**src/design/twn_pkg.sv**
```systemverilog
// Shared constants, field widths and codes for the tiled 3D Worley noise block.
package twn_pkg;

  localparam int DEF_MAX_CELLS = 16;
  localparam int DEF_FRAC_BITS = 16;

  localparam int CC_W   = 5;
  localparam int SIZE_W = 9;
  localparam int VOX_W  = 8;
  localparam int FRAC_W = 16;
  localparam int CIDX_W = 12;
  localparam int DIST_W = 17;
  localparam int VIDX_W = 24;

  localparam int S_TDATA_W  = 88;
  localparam int M_TDATA_W  = 48;
  localparam int CFG_ADDR_W = 2;
  localparam int CFG_DATA_W = 9;

  localparam logic [CFG_ADDR_W-1:0] REG_CELL_COUNT = 2'd0;
  localparam logic [CFG_ADDR_W-1:0] REG_SIZE_X     = 2'd1;
  localparam logic [CFG_ADDR_W-1:0] REG_SIZE_Y     = 2'd2;
  localparam logic [CFG_ADDR_W-1:0] REG_SIZE_Z     = 2'd3;

  localparam logic [CC_W-1:0]   RST_CELL_COUNT = 5'd4;
  localparam logic [SIZE_W-1:0] RST_SIZE       = 9'd128;

  localparam logic OP_LOAD = 1'b0;
  localparam logic OP_EVAL = 1'b1;

endpackage

```
**src/design/twn_div.sv**
```systemverilog
// Restoring divider, one quotient bit per cycle, with quotient and remainder.
module twn_div #(
  parameter int DW = 29,
  parameter int VW = twn_pkg::SIZE_W
) (
  input  logic          clk,
  input  logic          rst,
  input  logic          start,
  input  logic [DW-1:0] dividend,
  input  logic [VW-1:0] divisor,
  output logic [DW-1:0] quot,
  output logic [VW-1:0] rem,
  output logic          done
);

  localparam int CW = $clog2(DW + 1);

  logic [DW-1:0] q;
  logic [VW-1:0] r;
  logic [VW-1:0] d;
  logic [CW-1:0] cnt;
  logic          busy;
  logic [VW:0]   rs;
  logic [VW:0]   diff;

  always_comb begin
    rs   = {r, q[DW-1]};
    diff = rs - {1'b0, d};
  end

  always_ff @(posedge clk) begin
    if (rst) begin
      busy <= 1'b0;
      done <= 1'b0;
    end else begin
      done <= !start && busy && (cnt == CW'(1));
      if (start) begin
        busy <= 1'b1;
      end else if (busy && cnt == CW'(1)) begin
        busy <= 1'b0;
      end
    end
  end

  always_ff @(posedge clk) begin
    if (start) begin
      q   <= dividend;
      r   <= '0;
      d   <= divisor;
      cnt <= CW'(DW);
    end else if (busy) begin
      if (rs >= {1'b0, d}) begin
        r <= diff[VW-1:0];
        q <= {q[DW-2:0], 1'b1};
      end else begin
        r <= rs[VW-1:0];
        q <= {q[DW-2:0], 1'b0};
      end
      cnt <= cnt - CW'(1);
    end
  end

  assign quot = q;
  assign rem  = r;

endmodule

```
**config.mk**
```make
export PLATFORM = sky130hd
export DESIGN_NAME = twn_div
export DESIGN_NICKNAME = d
export VERILOG_FILES = /design/src/design/twn_pkg.sv /design/src/design/twn_div.sv
export SDC_FILE = /design/constraint.sdc
export NUM_CORES = 1
export LEC_CHECK = 0
export ABC_AREA = 1
export BUFFER_PORTS_ARGS = -buffer_cell sky130_fd_sc_hd__clkbuf_2
export CORE_MARGIN = 2
export CORE_UTILIZATION = 35
export CTS_CLUSTER_SIZE = 16
export DETAILED_ROUTE_END_ITERATION = 6
export GPL_TIMING_DRIVEN = 0
export PLACE_DENSITY = 0.61
export SYNTH_ARGS = -nofsm -noshare
export SYNTH_HDL_FRONTEND = slang
export SYNTH_SLANG_ARGS = --single-unit
```
**constraint.sdc**
```tcl
create_clock -name clk -period 1.8 [get_ports clk]
set_input_delay 0 -clock clk [delete_from_list [all_inputs] [get_ports clk]]
set_output_delay 0 -clock clk [all_outputs]
set_load 0.01 [all_outputs]
```
==> metrics.yaml, run 1 <==
yosys:
  syn_inst: 320
  synth-seq-area-share: 0.539
  synth_cell_types: 25
  synthTopCellsByArea: "edfxtp_1, nand2_1, dfxtp_1, inv_1, nand3_1"
  yosysWarnings: 0
  synth.net_count: 373
  syn_avg_cell_area_sq_um: 8.47
  yosysTopAreaCellShare: 0.421
  syn-cell-area_sq_mm: 0.00271
  yosysTopAreaCell: "edfxtp_1"
  synth-seq-cells: 54
floorplanning:
  start_util: 0.356
  die_w_microns: 92.0
  num_rows: 32
  core-area_sq_mm: 0.00761
  pin_count: 80
  die_area_sq_mm: 0.00847
  die_y_microns: 92.0
worst_hold_path:
  hold_path_class: "input port to flop"
  min_path_cells: 3
routing:
  initialDrtViolationCount: 114
  first_pass_iters: 5
  wl_per_cell_microns: 11.7
  ant_nets: 0
  dr_total_vias: 2503
  vias_per_cell: 4.52
  wl_mm: 6.50
  route.detailed.drc: 0
pwr:
  peakVddDrop_mv: 0.446
  p_per_area_mw_per_mm2: 721
  p_leak_nw: 1.95
global_routing:
  grt_pass1_vias: 2387
  grt.busiest_layer: "met2"
  grt_max_degree: 35
  use_met1: 0.203
  overflow: 0
  grt.met2_usage: 0.263
  grt_use_met3: 0.0329
  track_usage: 0.157
  antenna_found_initial: 0
  grt_first_pass_wirelength_mm: 10.8
setup_path:
  critical_path_class: "flop to flop"
  worstPathMaxFanout: 5
  cp.required_ns: 1.86
  worstSetupEndpointType: "flop"
  reg2reg_depth: 9
  worstPathArrival_ns: 1.83
  start_kind: "flop"
timing:
  worst_pin_slew_ns: 0.742
  finalMaxSlewViolations: 0
  relSlewSlack: 0.503
  finalSetupViolCount: 0
  finClkSkew_ns: 0.0100
  final.min_clock_period_ns: 1.77
  fin_hold_ws_ns: -0.00137
  rsz0062_at_grt: "true"
  clock.fmax_ghz: 0.566
  fin_ws_ns: 0.0334
  final_hold_viol_count: 1
  fin_crit_sh: 0.981
place:
  place.gp.congestion: 0.801
  pre_cts_ws_ns: -0.418
  port-buffer-count: 79
  placed_area_sq_mm: 0.00324
  dp_hpwl_mm: 4.46
cells_and_area:
  n_fill_cell: 739
  regArea_sq_mm: 0.00146
  final_common_cell: "nand2_1"
  final_area_sq_mm: 0.00392
  nNetsFinal: 504
  utilization: 0.515
  num_antenna_cells: 0
  final_layout_size_suffix_gt1_frac: 0.272
  multi_input_area_sq_mm: 0.00116
  area_growth_pct: 44.5
  final_cell_mix: "nand2_1, clkbuf_2, inv_1, edfxtp_1, dlygate4sd3_1"
run_status:
  violations: "hold timing"
  status: "finished, violations left"
clock_network:
  path_clk_slew_ns: 0.11
  clock_sinks: 54
  htreeDepth: 2
  cts_made_buffers: 5
  cts-root-buf: "clkbuf_8"
  clockBufferDepth: 2
  clk_latency_ns: 0.31
  cts_tree: "built"
job:
  max_cap_violations: 0
area by class of cell:
type	count	share of cell area
sequential	54	0.373
multi-input combinational	215	0.297
timing repair buffer	124	0.220
inverter	42	0.0412
tap	102	0.0326
clock buffer	5	0.0176
buffer	9	0.0128
clock inverter	3	0.00575
per-layer routing:
layer  part of all wire  vias to the layer above
met3              0.046                        0
li1                   -                     1285
met5                  0                        -
met4                  0                        0
met2               0.51                       65
met1               0.44                     1153
final timing paths:
path / to / start / slack (ns)
setup / recovery: quot[0] / quot[28] / 0.03
hold / removal: quot[27] / dividend[27] / -0.001
setup reg to reg: quot[0] / quot[28] / 0.03
hold reg to reg: cnt[4] / cnt[4] / 0.49
per-stage QoR:
step	power, mW	instances	setup TNS [ns]
floorplan	1.81	320	0
global placement	2.00	501	-11.66
detailed placement	2.01	501	-13.90
CTS	2.80	548	-10.48
global route	2.99	554	-0.396
finish	2.83	554	0
flip-flops by register name, summed over array words and instances, names as in the netlist:
register and flops:
d 9, quot 29, cnt 5, rem 9, done 1, busy 1
cell usage after synthesis, drive strengths merged:
cell	instances
nand2	135
inv	42
edfxtp	38
nand3	29
dfxtp	16
nor2	13
ha	11
o21ai	8
clkbuf	6
a21oi	5
buf	3
nand3b	3
xnor2	3
nor3	2
a31oi	1
fa	1
nand4	1
o22ai	1
o311ai	1
o31ai	1
logic make-up (layout without fill, tap and decap cells):
logic type / Yosys count / in the layout / synth area share
simple gates: 183 / 183 / 0.282
fa+ha+maj: 12 / 12 / 0.0581
xor+xnor: 3 / 3 / 0.00969
buf+inv: 51 / 183 / 0.0766
compound gates: 17 / 17 / 0.0346
flops: 54 / 54 / 0.539
power by group:
group          internal, mW  switching, mW
Clock                 0.283          0.435
Sequential             1.45         0.0614
Combinational         0.287          0.313
Total                  2.02          0.809
critical path: stages, from the launching register on:
cell      delay [ns]
edfxtp_1        0.41
inv_2           0.09
ha_4            0.12
inv_2           0.04
fa_2            0.39
nand2_2         0.11
nand3_4         0.08
nand2_4         0.10
buf_6           0.13
a31oi_1         0.07
what timing repair did:
item | CTS | global route
cloned | 1 | 0
pin swaps | 0 | 13
buffers inserted | 1 | 5
endpoints found under the hold margin | 38 | 0
setup endpoints to repair | 39 | 40
resized for setup | 3 | 24
hold buffers | 37 | 0
No activity file was read; power rests on OpenSTA's default activity.
==> inputs of run 2 (changes only) <==
--- a/config.mk
+++ b/config.mk
@@ -8,11 +8,11 @@
 export ABC_AREA = 1
 export BUFFER_PORTS_ARGS = -buffer_cell sky130_fd_sc_hd__clkbuf_2
 export CORE_MARGIN = 2
-export CORE_UTILIZATION = 35
+export CORE_UTILIZATION = 45
 export CTS_CLUSTER_SIZE = 16
 export DETAILED_ROUTE_END_ITERATION = 6
 export GPL_TIMING_DRIVEN = 0
-export PLACE_DENSITY = 0.61
+export PLACE_DENSITY = 0.75
 export SYNTH_ARGS = -nofsm -noshare
 export SYNTH_HDL_FRONTEND = slang
 export SYNTH_SLANG_ARGS = --single-unit
==> metrics.yaml, run 2 (synthesized netlist as in run 1, its figures left out) <==
clock_network:
  path_clk_slew_ns: 0.10
  clock_sinks: 54
  cts_tree: "built"
  htreeDepth: 2
  clk_latency_ns: 0.32
  cts-root-buf: "clkbuf_8"
  clockBufferDepth: 2
  cts_made_buffers: 5
pwr:
  fin_total_pwr_mw: 2.96
  p_per_area_mw_per_mm2: 766
  p_leak_nw: 1.94
  peakVddDrop_mv: 0.550
floorplanning:
  num_rows: 28
  pin_count: 80
  die_y_microns: 81.6
  start_util: 0.461
  core-area_sq_mm: 0.00589
  die_area_sq_mm: 0.00666
  die_w_microns: 81.6
setup_path:
  crit_path_frequent_cell: "inv_2"
  critPathMaxStageDelay_ns: 0.43
  worstPathMaxFanout: 5
  crit_buf_inv: 3
  cp.required_ns: 1.87
  critical_path_class: "flop to flop"
  slowest_stage: "edfxtp_1"
  start_kind: "flop"
  worstPathCellList: "inv_2, ha_4, inv_2, fa_2, nand2_2, nand3_4, nand2_4, buf_6, a31oi_4"
  worstSetupEndpointType: "flop"
  worstPathArrival_ns: 1.84
  critical-path-top-delay-family: "adder cells"
job:
  max_cap_violations: 0
routing:
  first_pass_iters: 4
  initialDrtViolationCount: 89
  vias_per_cell: 4.89
  route.detailed.drc: 0
  wl_per_cell_microns: 13.2
  dr_total_vias: 2577
  wl_mm: 6.94
  ant_nets: 0
cells_and_area:
  area_growth_pct: 42.7
  regArea_sq_mm: 0.00146
  final_common_cell: "nand2_1"
  largest_reg_flops: 29
  final_layout_size_suffix_gt1_frac: 0.270
  utilization: 0.657
  multi_input_area_sq_mm: 0.00116
  num_antenna_cells: 0
  nNetsFinal: 504
  final_cell_mix: "nand2_1, clkbuf_2, inv_1, edfxtp_1, dlygate4sd3_1"
  n_fill_cell: 485
timing:
  fin_ws_ns: 0.0263
  fin_hold_ws_ns: 0.0694
  finClkSkew_ns: 0.0112
  final_hold_viol_count: 0
  finalSetupViolCount: 0
  rsz0062_at_grt: "true"
  worst_pin_slew_ns: 0.623
  clock.fmax_ghz: 0.564
  finalMaxSlewViolations: 0
  final.min_clock_period_ns: 1.77
  fin_crit_sh: 0.985
  relSlewSlack: 0.584
global_routing:
  grt_pass1_vias: 2331
  antenna_found_initial: 0
  grt_max_degree: 19
  grt_first_pass_wirelength_mm: 10.7
  track_usage: 0.214
  overflow: 0
run_status:
  status: "complete, no violations"
place:
  pre_cts_ws_ns: -0.439
  place.gp.congestion: 0.853
  port-buffer-count: 79
  dp_hpwl_mm: 4.37
worst_hold_path:
  hold_path_class: "input port to flop"
## run 2: worst register-to-register path, delay by kind of cell, from the launching register on
kind | cells | cell delay (ns)
fa+ha+maj | 2 | 0.47
buf+inv | 3 | 0.28
simple gates | 3 | 0.28
flops | 1 | 0.43
compound gates | 1 | 0.08
## run 2: through the flow
step | area [sq um] | setup TNS (ns) | cells
floorplan | 2710 | 0 | 320
global placement | 3200 | -13.55 | 474
detailed placement | 3200 | -14.18 | 474
CTS | 3790 | 0 | 526
global route | 3870 | -0.741 | 527
finish | 3870 | 0 | 527
## run 2: final cells by class
type	instances	share of cell area
repair buffers	123	0.212
multi-input cells	215	0.299
clock buffers	5	0.0178
clock inverters	3	0.0126
repair inverters	1	0.00194
flip-flops and latches	54	0.378
well taps	75	0.0243
inverters	42	0.0417
plain buffers	9	0.0129
## run 2: timing repair
action                     CTS  global route
pin swaps                    5             3
setup buffers                4             1
cloned                       2             0
resized for setup           15            11
hold buffers                38             0
setup endpoints to repair   39            10
hold endpoints to repair    39             0
## run 2: path summary, 6_finish.rpt
path | start | to | slack (ns) | cells past startpoint
worst min register to register | rem[7] | rem[7] | 0.49 | 2
worst max-delay path | quot[28] | quot[0] | 0.03 | 9
worst max register to register | quot[28] | quot[0] | 0.03 | 9
worst min-delay path | dividend[0] | quot[0] | 0.07 | 3
## run 2: metal layers
metal  wire (microns)  track usage
met1             3000        0.281
met2             3460        0.349
met3              376       0.0538
met4               96       0.0667
met5                0            0
## run 2: power breakdown
group | internal (mW) | switching [mW]
Combinational | 0.273 | 0.322
Sequential | 1.45 | 0.0612
Clock | 0.424 | 0.435
Total | 2.15 | 0.818
