===== src/design/twn_sqrt.sv =====
// Truncating integer square root, one result bit per cycle.
module twn_sqrt #(
  parameter int W = 36
) (
  input  logic           clk,
  input  logic           rst,
  input  logic           start,
  input  logic [W-1:0]   value,
  output logic [W/2-1:0] root,
  output logic           done
);

  logic [W-1:0] v;
  logic [W-1:0] res;
  logic [W-1:0] bitm;
  logic [W-1:0] trial;
  logic         busy;

  assign trial = res + bitm;

  always_ff @(posedge clk) begin
    if (rst) begin
      busy <= 1'b0;
      done <= 1'b0;
    end else begin
      done <= !start && busy && bitm[0];
      if (start) begin
        busy <= 1'b1;
      end else if (busy && bitm[0]) begin
        busy <= 1'b0;
      end
    end
  end

  always_ff @(posedge clk) begin
    if (start) begin
      v    <= value;
      res  <= '0;
      bitm <= W'(1) << (W - 2);
    end else if (busy) begin
      if (v >= trial) begin
        v   <= v - trial;
        res <= (res >> 1) + bitm;
      end else begin
        res <= res >> 1;
      end
      bitm <= bitm >> 2;
    end
  end

  assign root = res[W/2-1:0];

endmodule


===== config.mk =====
export PLATFORM = sky130hd
export DESIGN_NAME = twn_sqrt
export DESIGN_NICKNAME = d
export VERILOG_FILES = /design/src/design/twn_sqrt.sv
export SDC_FILE = /design/constraint.sdc
export NUM_CORES = 1
export LEC_CHECK = 0
export BUFFER_PORTS_ARGS = -buffer_cell sky130_fd_sc_hd__buf_2
export CORE_AREA = 10 10 152 154
export DETAILED_ROUTE_END_ITERATION = 12
export DIE_AREA = 0 0 162 164
export PLACE_DENSITY_LB_ADDON = 0.1
export SLEW_MARGIN = 30
export SYNTH_ARGS = -nofsm -noshare
export SYNTH_HDL_FRONTEND = slang
export SYNTH_SLANG_ARGS = --single-unit

===== constraint.sdc =====
create_clock -name clk -period 11.9 [get_ports clk]
set_input_delay 3.57 -clock clk [delete_from_list [all_inputs] [get_ports clk]]
set_output_delay 3.57 -clock clk [all_outputs]
set_load 0.1 [all_outputs]

==> impl.org, run 1 <==
** Route
- Once detail routing completed, the nets flagged for antenna violations numbered 0.
- In this run, the number of DRC markers left after iteration 0 of detailed routing was 391.
- After detailed routing, the average wire length per cell comes to 16.96 um.
- Detail-routed via count per cell :: 5.572
- For this block, the via count after detailed routing is 6982.
- Total DRC errors in the routed layout :: 0
- Wires add up to 21.25 mm.
- Number of detailed-routing iterations run before antenna repair :: 4

** Clocking
- The clock passes through at most 2 buffers.
- Clk_lat worst skew :: 0.36 ns
- Number of hold buffers added after cts :: 0
- TritonCTS built the clock tree.
- Total number of H-tree levels :: 3
- Post-cts gate resize count :: 0
- CTS saw 92 sinks.
- Clock-pin slew on the worst setup and hold paths :: 0.08 ns
- The tree is rooted in a clkbuf_16.
- After clock tree synthesis, the setup repair step added 0 buffers.
- TritonCTS created 9 clock buffers.

** Yosys
- Synthesis produced a netlist with a net count of 1083.
- Share of flip-flops with an asynchronous set or reset after synthesis :: 0
- Of the total synthesized cell area, the portion taken by full adders, half adders and majority gates is 0.1195.
- Post-synthesis compound-gate area fraction :: 0.2445
- Top cells by instance count after synthesis :: nand2_1 (111), nor2_1 (87), ha_1 (74)
- In the synthesized netlist the dominant register cell turns out to be dfxtp_1.
- Most frequently used cell type in the post-synthesis netlist :: nand2_1
- Post-synthesis instance total :: 969
- After synthesis the netlist holds a flip-flop and latch count of 92.
- Of the post-synthesis cell area, the part taken by muxes is 0.03887.
- Cell taking the most area after synthesis :: dfxtp_1
- Summing every instance area after synthesis gives 7918 um2.
- Main combinational cell family by area after synthesis :: compound AO/OA/AOI/OAI gates
- By area the synthesized netlist is led by dfxtp_1 (14%), edfxtp_1 (14%), ha_1 (12%).
- Of the total synthesized cell area, the portion taken by AND, OR, NAND and NOR gates is 0.1816.
- Count of warnings emitted by yosys :: 0
- Of the post-synthesis cell area, the dominant cell type holds 0.1416.
- Number of enable flip-flop cells after synthesis :: 36
- Average footprint of a synthesized cell :: 8.171 um2
- Sequential cell area fraction in the yosys report :: 0.2781
- Of the total synthesized cell area, the portion taken by XOR and XNOR cells is 0.08739.
- Count of cell types in the netlist :: 68

** Worst setup path
- STA puts the critical path data arrival time at 5.45 ns.
- STA puts the critical path data required time at 11.90 ns.
- The worst setup path is captured at a register.
- The worst setup path is launched from a register.
- By startpoint and endpoint, the worst setup path is classified as reg2reg.
- Maximum fanout encountered on the critical timing path :: 36

** Global route
- The total overflow left after global routing is 0.
- Number of antenna violations at the first check in global routing :: 0
- For this run, the total global-route usage over all layers was measured as 0.1611.
- First-pass GRT wire length :: 35.31 mm
- Entering global routing, the biggest net connects 68 pins.
- The via count of the first global-routing pass was 6767.

** STA
- Setup-violating endpoint count in the final report :: 0
- For the pin with the worst max-slew slack, the measured transition is 0.9042 ns.
- Clock tree skew after final layout :: 0.01049 ns
- Setup repair after global routing missed its margin :: false
- Final total negative setup slack :: 0 ns
- Final Cycle Share :: 0.4579
- Final hold violation count :: 0
- The max-slew violation total from the final report is 0.
- Worst slew slack as a fraction of its limit :: 0.3949
- Final critical-path required period :: 5.449 ns
- Peak clock frequency supported by timing :: 183.5 MHz

** Cells and area
- Multi-input logic area :: 5321 um2
- After routing the design area is 8542 um2.
- Share of post-route cells with drive strength above 1 :: 0.09664
- Area added between synthesis and finish :: 7.886%
- Number of nets in the final layout :: 1092
- The repair_antennas step left the layout with diodes totalling 0.
- The filler cells instantiated in the layout total 2115.
- Footprint of the flip-flops and latches :: 2203 um2

** Floorplan
- The floorplan step defined a die boundary enclosing 26570 um2.
- The die is 162 um wide.
- The floorplan step set the die height to 164 um.
- The floorplan has 52 rows.
- 58 I/O pins were placed.
- Initial cell density of the core :: 0.3951
- In this run the standard cell core region covers 20040 um2.

** Run
- Max-cap violations in this run came to 0.

** Placement
- Summing all placed instances gives a cell area of 8249 um2.
- Count of input and output buffers :: 57
- Estimated wirelength of the detail-placed design :: 15.90 mm
- Routability-driven placement finished with a final weighted congestion of 0.8685.

** Power
- PwrDens :: 208.1 nW/um2
- IR analysis of the VDD net gives a maximum drop of 0.0001157 V.
- Leak Pwr :: 3.393 nW

** Run status
- Result of the run :: finished, final reports clean

** Hold path
- Class of the tightest hold or removal check :: reg2reg
[final cells by class]
type                       count  area share
clock inverter                 7    0.007617
clock buffer                   9     0.02637
sequential                    92      0.2579
tap                          270     0.03955
timing repair buffer          62     0.03808
multi-input combinational    796      0.6230
inverter                      17    0.007470
[critical path: stages, from the launching register on]
cell and delay, ns:
dfxtp_1 0.52, ha_1 0.31, nor3_1 0.08, a211oi_1 0.53, a211oi_1 0.21, o21bai_1 0.28
a21oi_1 0.18, o21ba_2 0.24, o21bai_1 0.20, a31oi_1 0.14, xor2_1 0.18, ha_1 0.41
nand4_1 0.21, nor2_1 0.18, nand2_1 0.07, o32ai_1 0.15, a211oi_2 0.10, o21ai_1 0.13
buf_4 0.31, a21o_1 0.17, buf_4 0.42
[layer usage]
layer / up-vias / part of all wire / wire length [um] / global-route usage
li1: 3595 / - / - / -
met1: 3281 / 0.46 / 9784 / 0.2001
met2: 92 / 0.50 / 10530 / 0.2842
met3: 14 / 0.034 / 730 / 0.03254
met4: 0 / 0.0094 / 200 / 0.02978
met5: - / 0 / 0 / 0
[registers in the layout, summed over array words and instances (netlist names)]
name  cells
bitm     18
busy      1
done      1
res      36
v        36
[per-stage QoR]
| stage | util | std cells | power (mW) | hold WS [ns] | setup slack [ns] |
|---|---|---|---|---|---|
| 2_1_floorplan | - | 969 | 1.282 | 0.4683 | 6.298 |
| 3_3_place_gp | 0.4117 | 1237 | 1.499 | 0.5155 | 6.161 |
| 3_5_place_dp | 0.4117 | 1237 | 1.494 | 0.5159 | 6.166 |
| 4_1_cts | 0.4261 | 1253 | 1.797 | 0.5256 | 6.416 |
| 5_1_grt | 0.4263 | 1253 | 1.945 | 0.5497 | 5.887 |
| 6_report | 0.4263 | 1253 | 1.778 | 0.5208 | 6.451 |
[cell usage in the layout (no fill, tap or decap), drive strengths merged, types with 6 or more instances in the layout]
cell type and n:
nor2b 9, o21a 6, nand4 14, o31ai 8, nand2 111, nor4 9, o21bai 14, ha 74
and3 8, mux2 6, mux2i 24, a211oi 26, dfxtp 56, a31oi 29, or4 7, a21o 24
xnor2 32, a21oi 63, or3 8, edfxtp 36, inv 21, nor3 22, buf 62, o21ai 75
nand3 23, nand2b 7, and2 6, xor2 47, o211ai 6, a311oi 7, nor2 87, clkbuf 9
[kinds of logic after synthesis]
group                      after synthesis
xor gates and xnor gates                79
buffers and inverters                   81
muxes                                   30
adders and majority gates               75
AOI/OAI and AO/OA                      297
and+or+nand+nor                        315
DFF                                     92
[report_power, final]
part	total (mW)	switching [mW]	internal (mW)
combinational	1.00	0.618	0.387
sequential	0.481	0.0559	0.425
clock	0.292	0.145	0.148
[final timing paths]
kind | slack, ns | from | depth (start not counted) | end
worst max register to register | 6.45 | res[6] | 20 | v[8]
worst min-delay path | 0.52 | res[0] | 2 | res[0]
worst max-delay path | 6.45 | res[6] | 20 | v[8]
worst min register to register | 0.52 | res[0] | 2 | res[0]
(Power assumes the default switching activity.)
==> run 2: changes to the inputs <==
==> constraint.sdc (replaced) <==
create_clock -name clk -period 5.6 [get_ports clk]
set_input_delay 1.68 -clock clk [delete_from_list [all_inputs] [get_ports clk]]
set_output_delay 1.68 -clock clk [all_outputs]
set_load 0.1 [all_outputs]
==> run 2 against run 1 <==
Global-route usage rose by 0.14 points. Utilization rose by 0.51 points. Via count rose by 1.1%. Hold slack got worse by 0.0045 ns. Die area did not move. Sequential share of layout area fell by 0.30 points. Final cell count rose by 0.64%. Clock power rose by 130%. Non-clock buffer count rose by 8. Sequential power rose by 110%. Maximum frequency rose by 5.7%. Critical endpoint is now res[5]. Largest power group unchanged.
==> impl.org, run 2 (synthesis results as in run 1) <==
** Run status
- Result of the run :: finished, final reports clean

** Power
- Fraction of power spent switching nets :: 0.4531
- For this design the static power due to leakage is 3.454 nW.
- Of the total power, the clock network draws 0.171.
- Of the total power, registers draw 0.261.
- Part of the power in combinational logic :: 0.569
- The internal portion of the total power is 2.126 mW.
- Power comes to 3.887 mW.
- The worst-case IR drop observed on VDD is 0.0002279 V.
- Power dissipated by switching net loads :: 1.761 mW
- Dividing total power by cell area gives a power density of 449.7 nW/um2.

** STA
- The worst path needs 5.155 ns of the cycle, external delays included.
- Worst Max-Slew Pin Slew :: 0.9808 ns
- Setup violations remaining at the end of the flow were counted as 0.
- In the post-route analysis, the smallest setup slack over all paths is 0.4449 ns.
- Worst Hold Margin :: 0.5164 ns
- Of the available clock period, the critical path in the final layout requires 0.9206.
- The max-slew violation total from the final report came to 0.
- Final hold violation count :: 0
- On the final layout, the worst clock skew is 0.01022 ns.
- Timing would allow up to 194.0 MHz.
- In this run the tightest slew margin relative to its limit is 0.3437.
- Setup repair after global routing left no endpoint under its margin.
- Final total negative setup slack :: 0 ns

** Worst setup path
- CP peak stage delay :: 0.51 ns
- CP endpoint kind :: register
- For flop-to-flop paths, the worst setup slack is 0.44 ns.
- The critical path goes through ha_1, nor3_1, a211oi_1, a31oi_1, o21bai_1, a21oi_1, o21bai_1, a31oi_1, xor2_1, ha_1, and3_1, and2_1, a41oi_1, o32ai_1, a211oi_2, o21a_1, buf_12, or3_1, a311oi_1.
- In this run the worst path has a maximum fanout of 46.
- Data required time at the worst endpoint :: 5.87 ns
- The kind of cell with the highest combined delay along the critical path is compound AO/OA/AOI/OAI gates.
- The largest individual stage delay along the critical path comes from the cell dfxtp_1.
- Crit path DAT :: 5.42 ns
- In this run the number of cells on the critical path is 19.
- The worst register-to-register path has a depth of 19.
- The worst setup path is launched from a register.
- Counting both buffers and inverters, the worst setup path holds a total of 1.
- Path type of the worst setup path :: reg2reg

** Cells and area
- The repair_antennas step left the layout with diodes totalling 0.
- Most frequent standard cell in the layout excluding fill and tap cells :: nand2_1
- The largest registers in the layout are res: 36 flops, v: 36 flops, bitm: 18 flops.
- Fillcell total :: 2128
- Number of nets in the final layout :: 1100
- Share of post-route cells with drive strength above 1 :: 0.1049
- In the layout the commonest cells are nand2_1 (111), nor2_1 (86), ha_1 (74).
- Area added between synthesis and finish :: 9.166%

** Floorplan
- Chip height :: 164 um
- Initial cell density of the core :: 0.3951
- Die footprint :: 26570 um2
- Placement row count :: 52
- I/O pin cnt :: 58
- In this run the horizontal extent of the chip is 162 um.
- The core region is 20040 um2.

** Clocking
- TritonCTS created 9 clock buffers.
- Clk_lat worst skew :: 0.36 ns
- For this design, the sink count on the clock tree is 92.
- The clock passes through at most 2 buffers.
- Clock tree from TritonCTS :: built
- Clock-pin slew on the worst setup and hold paths :: 0.07 ns
- The H-tree was split into 3 levels.
- The tree is rooted in a clkbuf_16.

** Global route
- After global routing the overflow that remains totals 0.
- First-pass GRT wire length :: 35.28 mm
- Largest net degree at the start of global routing :: 63
- The via count of the first global-routing pass was 6671.
- For this run, the total global-route usage over all layers was measured as 0.1625.
- The number of antenna violations at the first check in global routing is 0.

** Placement
- Count of input and output buffers :: 57
- The congestion estimate from routability-driven global placement came to 0.9090.
- Estimated wirelength of the detail-placed design :: 16.58 mm
- Post-Place Worst Slack :: 0.3922 ns

** Route
- The detail route stage leaves a number of antenna-violating nets equal to 0.
- Before antenna repair, the detailed router went through 4 iterations.
- In the final routed layout, each cell accounts on average for 17.42 um.
- Total DRC errors in the routed layout :: 0
- After detailed routing, the total wire length is 21.96 mm.
- The final route contains 7058 vias.
- First-iteration detailed-routing DRC count :: 319
- Dividing the detail-routed via count by the number of cells gives 5.597.

** Hold path
- Counting instances, the worst hold path has a depth of 2.
- The path class of the tightest hold or removal check is reg2reg.

** Run
- The tool flagged a number of max-cap violations equal to 0.
[run 2: path summary, 6_finish.rpt]
check | startpoint | to
setup / recovery | res[4] | res[5]
hold / removal | res[0] | res[0]
hold reg to reg | res[0] | res[0]
setup reg to reg | res[4] | res[5]
[run 2: per-layer routing]
layer  vias up  wire length, um  global-route usage
met4         0              399             0.04880
met5         -                0                   0
li1       3607                -                   -
met3        27              667             0.02678
met1      3321            10040              0.1990
met2       103            10850              0.2860
[run 2: final cells by class]
| type | count | area, um2 | share of cell area |
|---|---|---|---|
| clock buffer | 10 | 239.0 | 0.02765 |
| clock inverter | 6 | 70.07 | 0.008107 |
| inverter | 17 | 63.81 | 0.007383 |
| multi-input combinational | 796 | 5328 | 0.6164 |
| sequential | 92 | 2203 | 0.2549 |
| tap | 270 | 337.8 | 0.03909 |
| timing repair buffer | 70 | 401.6 | 0.04647 |
[run 2: repair_timing]
| item | in CTS | in global routing |
|---|---|---|
| gates resized for setup | 0 | 2 |
| setup buffers | 0 | 0 |
| hold buffers | 0 | 0 |
| endpoints found under the hold margin | 0 | 0 |
| endpoints found under the setup margin | 0 | 38 |
[run 2: per-stage QoR]
| step | area [um2] | instances | utilization |
|---|---|---|---|
| 2_1_floorplan | 7918 | 969 | - |
| 3_3_place_gp | 8322 | 1245 | 0.4153 |
| 3_5_place_dp | 8322 | 1245 | 0.4153 |
| 4_1_cts | 8631 | 1261 | 0.4307 |
| 5_1_grt | 8643 | 1261 | 0.4313 |
| 6_report | 8643 | 1261 | 0.4313 |
[run 2: tightest hold or removal path, stage by stage, from the launching register on]
cell and delay, ns:
dfxtp_1 0.33, nor2_1 0.10, a311oi_1 0.05
[run 2: power groups by stage]
stage                     Clock, mW  Combinational (mW)  Sequential (mW)
final                         0.663                2.21             1.01
after detailed placement          0                2.19             1.03
after floorplan                   0                1.74            0.987
after global placement            0                2.20             1.03
after global routing          0.710                2.46             1.03
after CTS                     0.682                2.20             1.02
